--- src/rtl/core/fxlms_pkg.sv ---
// fxlms_pkg: shared types and constants for the FxLMS filter core.
// No dependencies.
`default_nettype none
package fxlms_pkg;
  localparam int FILTER_TAPS_DEF = 32;
  localparam int SEC_TAPS_DEF    = 4;
  localparam int NUM_SEC_REGS    = 4;
  localparam logic [15:0] STEP_SIZE_RST = 16'd66;

  typedef enum logic [2:0] {
    REG_STEP = 3'd0, REG_SEC0 = 3'd1, REG_SEC1 = 3'd2, REG_SEC2 = 3'd3, REG_SEC3 = 3'd4
  } reg_idx_t;

  typedef struct packed {
    logic signed [15:0] ref_sample;
    logic signed [15:0] desired_sample;
  } in_item_t;

  typedef struct packed {
    logic signed [15:0] anti_noise;
    logic signed [15:0] error_sample;
  } out_item_t;

  // control from the sequencer to the cell row
  typedef struct packed {
    logic shift_x;  // advance the samples one place
    logic shift_w;  // advance the weights one place
  } cell_ctl_t;

  typedef enum logic [2:0] {
    ST_IDLE, ST_MAC, ST_ERR, ST_MUE, ST_UPD, ST_OUT
  } state_t;

  function automatic logic signed [15:0] sat16(input logic signed [63:0] v);
    if (v > 64'sd32767) return 16'sh7fff;
    if (v < -64'sd32768) return 16'sh8000;
    return v[15:0];
  endfunction
endpackage
`default_nettype wire

--- src/rtl/core/fxlms_cell.sv ---
// fxlms_cell: one tap of the rotating row: history sample and weight.
// Depends on fxlms_pkg.
`default_nettype none
module fxlms_cell import fxlms_pkg::*; (
  input  wire logic               clk,
  input  wire logic               rst_n,
  input  wire cell_ctl_t          ctl,
  input  wire logic signed [15:0] x_in,
  input  wire logic signed [31:0] w_in,
  output logic signed [15:0]      x_out,
  output logic signed [31:0]      w_out
);
  logic signed [15:0] x_r;
  logic signed [31:0] w_r;

  // take neighbor data on each shift
  always_ff @(posedge clk) begin
    if (!rst_n) begin
      x_r <= '0;
      w_r <= '0;
    end else begin
      if (ctl.shift_x) x_r <= x_in;
      if (ctl.shift_w) w_r <= w_in;
    end
  end

  assign x_out = x_r;
  assign w_out = w_r;
endmodule
`default_nettype wire

--- config.mk ---
export PLATFORM = sky130hd
export DESIGN_NAME = fxlms_cell
export DESIGN_NICKNAME = d
export VERILOG_FILES = /design/src/rtl/core/fxlms_pkg.sv /design/src/rtl/core/fxlms_cell.sv
export SDC_FILE = /design/constraint.sdc
export NUM_CORES = 1
export LEC_CHECK = 0
export BUFFER_PORTS_ARGS = -buffer_cell sky130_fd_sc_hd__buf_2
export CORE_MARGIN = 2
export CORE_UTILIZATION = 33
export CTS_BUF_LIST = sky130_fd_sc_hd__clkbuf_16
export CTS_CLUSTER_SIZE = 12
export DETAILED_ROUTE_END_ITERATION = 12
export HOLD_SLACK_MARGIN = 0.15
export PLACE_DENSITY = 0.73
export SYNTH_ARGS = -nofsm -noshare
export SYNTH_HDL_FRONTEND = slang
export SYNTH_SLANG_ARGS = --single-unit
--- constraint.sdc ---
create_clock -name clk -period 1.09 [get_ports clk]
set_input_delay 0.2725 -clock clk [delete_from_list [all_inputs] [get_ports clk]]
set_output_delay 0.2725 -clock clk [all_outputs]
set_load 0.02 [all_outputs]
# ---- After elaboration in Yosys (flattened, before gate mapping)
# Cells that the tools add are included.
dict set report word_totals {
  reg_bits 48
  input_bits 52
  output_inout_bits 48
  elab_cells 2
}

# ---- Longest topological paths before layout
dict set report logic_depth {
  word_depth 0
  depth_mapped 4
}

# ---- Least setup slack after synthesis
# Ideal clock, no wire load.
dict set report synth_timing {
  kind {in2reg}
  start {input ctl[1] (netlist bit)}
  end {register x_r[10] (netlist: x_out[10])}
  setup_ps 116
  arrival_time_ps 744
  slack_ps 230
  path_stages 4
  path_buffers 2
  cell_sequence {buf_6 buf_12 mux2i_1 nor2b_1}
}
# element line
set synth_lines {}
lappend synth_lines {{start: declaration} fxlms_cell.sv:7} ;# input wire cell_ctl_t ctl,
lappend synth_lines {{end signal: assignment} fxlms_cell.sv:22} ;# if (ctl.shift_x) x_r <= x_in;
lappend synth_lines {{end: declaration} fxlms_cell.sv:13} ;# logic signed [15:0] x_r;

# ---- Worst setup path in the final report
dict set report layout_timing {
  start {register w_r[0] (netlist: w_out[0])}
  end {output w_out[0]}
}
# element line
set layout_lines {}
lappend layout_lines {{start: declaration} fxlms_cell.sv:14} ;# logic signed [31:0] w_r;
lappend layout_lines {{start signal: assignment} fxlms_cell.sv:23} ;# if (ctl.shift_w) w_r <= w_in;
lappend layout_lines {{end: declaration} fxlms_cell.sv:11} ;# output logic signed [31:0] w_out
# No word-level cell between the ends.

==> impl_metrics.env <==
export IMPL_min_path_type="input pin to flop"
export IMPL_diodes=0
export IMPL_rsz0062_at_grt="false"
export IMPL_dp_slack_ns=0.00933
export IMPL_viasPerCell=4.16
export IMPL_fin_nets=305
export IMPL_core_area_um2=5470
export IMPL_synth_warnings=0
export IMPL_drt_iter0_drc=24
export IMPL_crit_arrival_ns=0.79
export IMPL_gp_congestion=0.651
export IMPL_cts_tree="yes"
export IMPL_max_freq_mhz=945
export IMPL_fin_worst_skew_ns=0
export IMPL_hold_end="w_out[18]$_SDFFE_PN0P_"
export IMPL_via_count=1356
export IMPL_r2r_end="x_out[12]$_SDFFE_PN0P_"
export IMPL_grt_start_max_net_pins=49
export IMPL_dieArea_um2=6270
export IMPL_crit_buf_inv=1
export IMPL_rows=27
export IMPL_endpoint_kind="output pin"
export IMPL_syn_nets=207
export IMPL_dp_cells=318
export IMPL_grt_pass1_vias=1229
export IMPL_firstDrtPassIters=2
export IMPL_finalNonFillerCells=326
export IMPL_max_stage_delay_ns=0.34
export IMPL_ys_ff_latch=48
export IMPL_period_minus_slack_ns=1.06
export IMPL_synth_top_cell_area_share=0.515
export IMPL_cts_made_buffers=5
export IMPL_clk_pin_slew_ns=0.06
export IMPL_die_h_um=79.2
export IMPL_start_util=0.341
export IMPL_synth_top_cell_by_area="dfxtp_1"
export IMPL_grt_pass1_wl_um=5340
export IMPL_root_buffer="clkbuf_16"
export IMPL_wirelength_um=3450
export IMPL_worst_pin_slew_ns=0.592
export IMPL_synthArstFlopShare=0
export IMPL_crit_required_ns=0.82
export IMPL_synth_ff_type="dfxtp_1"
export IMPL_critPathKind="flop to output pin"
export IMPL_r2r_worst_path_cells=2
export IMPL_antenna_found_initial=0
export IMPL_setup_slack_ns=0.0323
export IMPL_reg2reg_setup_slack_ns=0.45
export IMPL_seq_area_frac_synth=0.515
export IMPL_cap_violations=0
export IMPL_synthCells=155
export IMPL_hold_path_depth=3
export IMPL_clock_latency_ns=0.28
export IMPL_worstPathCellList="buf_2"
export IMPL_port_buffers=99
export IMPL_cts_max_path_buffers=2
export IMPL_setup_viol=0
export IMPL_fp_dieW_um=79.2
export IMPL_overflow=0
export IMPL_h_tree_depth=2
export IMPL_synth_edf_count=0
export IMPL_drc=0
export IMPL_area_growth_pct=36.7
export IMPL_grt_usage=0.109
export IMPL_status="finished, final reports clean"
export IMPL_setup_tns_ns=0
export IMPL_slew_headroom=0.605
export IMPL_r2r_start="x_out[12]$_SDFFE_PN0P_"
export IMPL_wl_per_cell_um=10.6
export IMPL_crit_slowest_cell="dfxtp_1"
export IMPL_startpoint_type="flop"
export IMPL_avgSynthCellArea_um2=12.0
export IMPL_fin_crit_sh=0.970
export IMPL_pin_count=100
export IMPL_cts_sinks=48
export IMPL_powerDensity_nw_per_um2=1630
export IMPL_hold_buffers=0
export IMPL_yosys_cell_types_count=7
export IMPL_critPathTopFamily="flip-flops"
export IMPL_hp_start="w_in[18]"
export IMPL_critPathMaxFanout=2
export IMPL_p_leak_uw=0.00132
export IMPL_ant_nets=0
export IMPL_slew_viol_final=0
export IMPL_synthTopCellsByCount="dfxtp_1, mux2i_1, nor2b_1, buf_12, buf_2"
export IMPL_hold_violations=0
export IMPL_synthTopCellsByArea="dfxtp_1, mux2i_1, nor2b_1"
export IMPL_whs_ns=0.249
export IMPL_drive_gt1_frac=0.433
export IMPL_vdd_ir_drop_max_uv=670
export IMPL_synth_area_um2=1870
power by group:
group / leakage (µW) / switching (µW) / total, µW / internal, µW
sequential: 0.000397 / 48.0 / 1910 / 1860
combinational: 0.000834 / 308 / 592 / 284
clock: 0.0000850 / 586 / 1650 / 1070
registers in the layout, summed over array words and instances (netlist names):
signal and cells:
w_out 32, x_out 16
layer usage:
metal	wire length, µm	global-route usage	share of wire
met2	1550	0.182	0.45
met1	1510	0.126	0.44
met5	0	0	0
met4	33	0.0466	0.0096
met3	356	0.0386	0.10
placed cells by master, fill, tap and decap left out:
| master | n |
|---|---|
| buf_12 | 2 |
| inv_1 | 1 |
| buf_4 | 6 |
| dfxtp_2 | 1 |
| mux2i_1 | 48 |
| buf_2 | 94 |
| nor2b_1 | 48 |
| clkinv_2 | 1 |
| bufinv_16 | 1 |
| dfxtp_1 | 47 |
| clkbuf_16 | 5 |
worst max path at each step:
stage,startpoint,end,slack (ns),cells after the start
detailed placement,rst_n,w_out[8]$_SDFFE_PN0P_,0.009,2
global placement,rst_n,x_out[2]$_SDFFE_PN0P_,0.04,2
CTS,w_out[8]$_SDFFE_PN0P_,w_out[8],0.01,1
finish,w_out[0]$_SDFFE_PN0P_,w_out[0],0.03,1
global route,w_out[9]$_SDFFE_PN0P_,w_out[9],0.002,1
floorplan,ctl[1],x_out[10]$_SDFFE_PN0P_,0.23,4
kinds of logic after synthesis:
logic type | Yosys count | synth area share
AND/OR/NAND/NOR | 48 | 0.161
buffers and inverters | 11 | 0.0670
flip-flops | 48 | 0.515
multiplexers | 48 | 0.257
what timing repair did:
item,4_1_cts,5_1_grt
resized for setup,0,6
setup endpoints to repair,0,5
buffers inserted,0,0
final cells by class:
type	count	area, µm²
clock buffer	5	125
clock inverter	3	38.8
fill	534	2920
multi-input combinational	96	781
sequential	48	962
tap	72	90.1
timing repair buffer	102	556
through the flow:
stage | util | total power [µW] | instance area (µm²)
after floorplan | - | 2340 | 1870
after global placement | 0.434 | 2530 | 2370
after detailed placement | 0.434 | 2540 | 2370
after CTS | 0.464 | 4200 | 2540
after global routing | 0.466 | 4330 | 2550
final | 0.466 | 4150 | 2550
No activity file was read; power rests on OpenSTA's default activity.
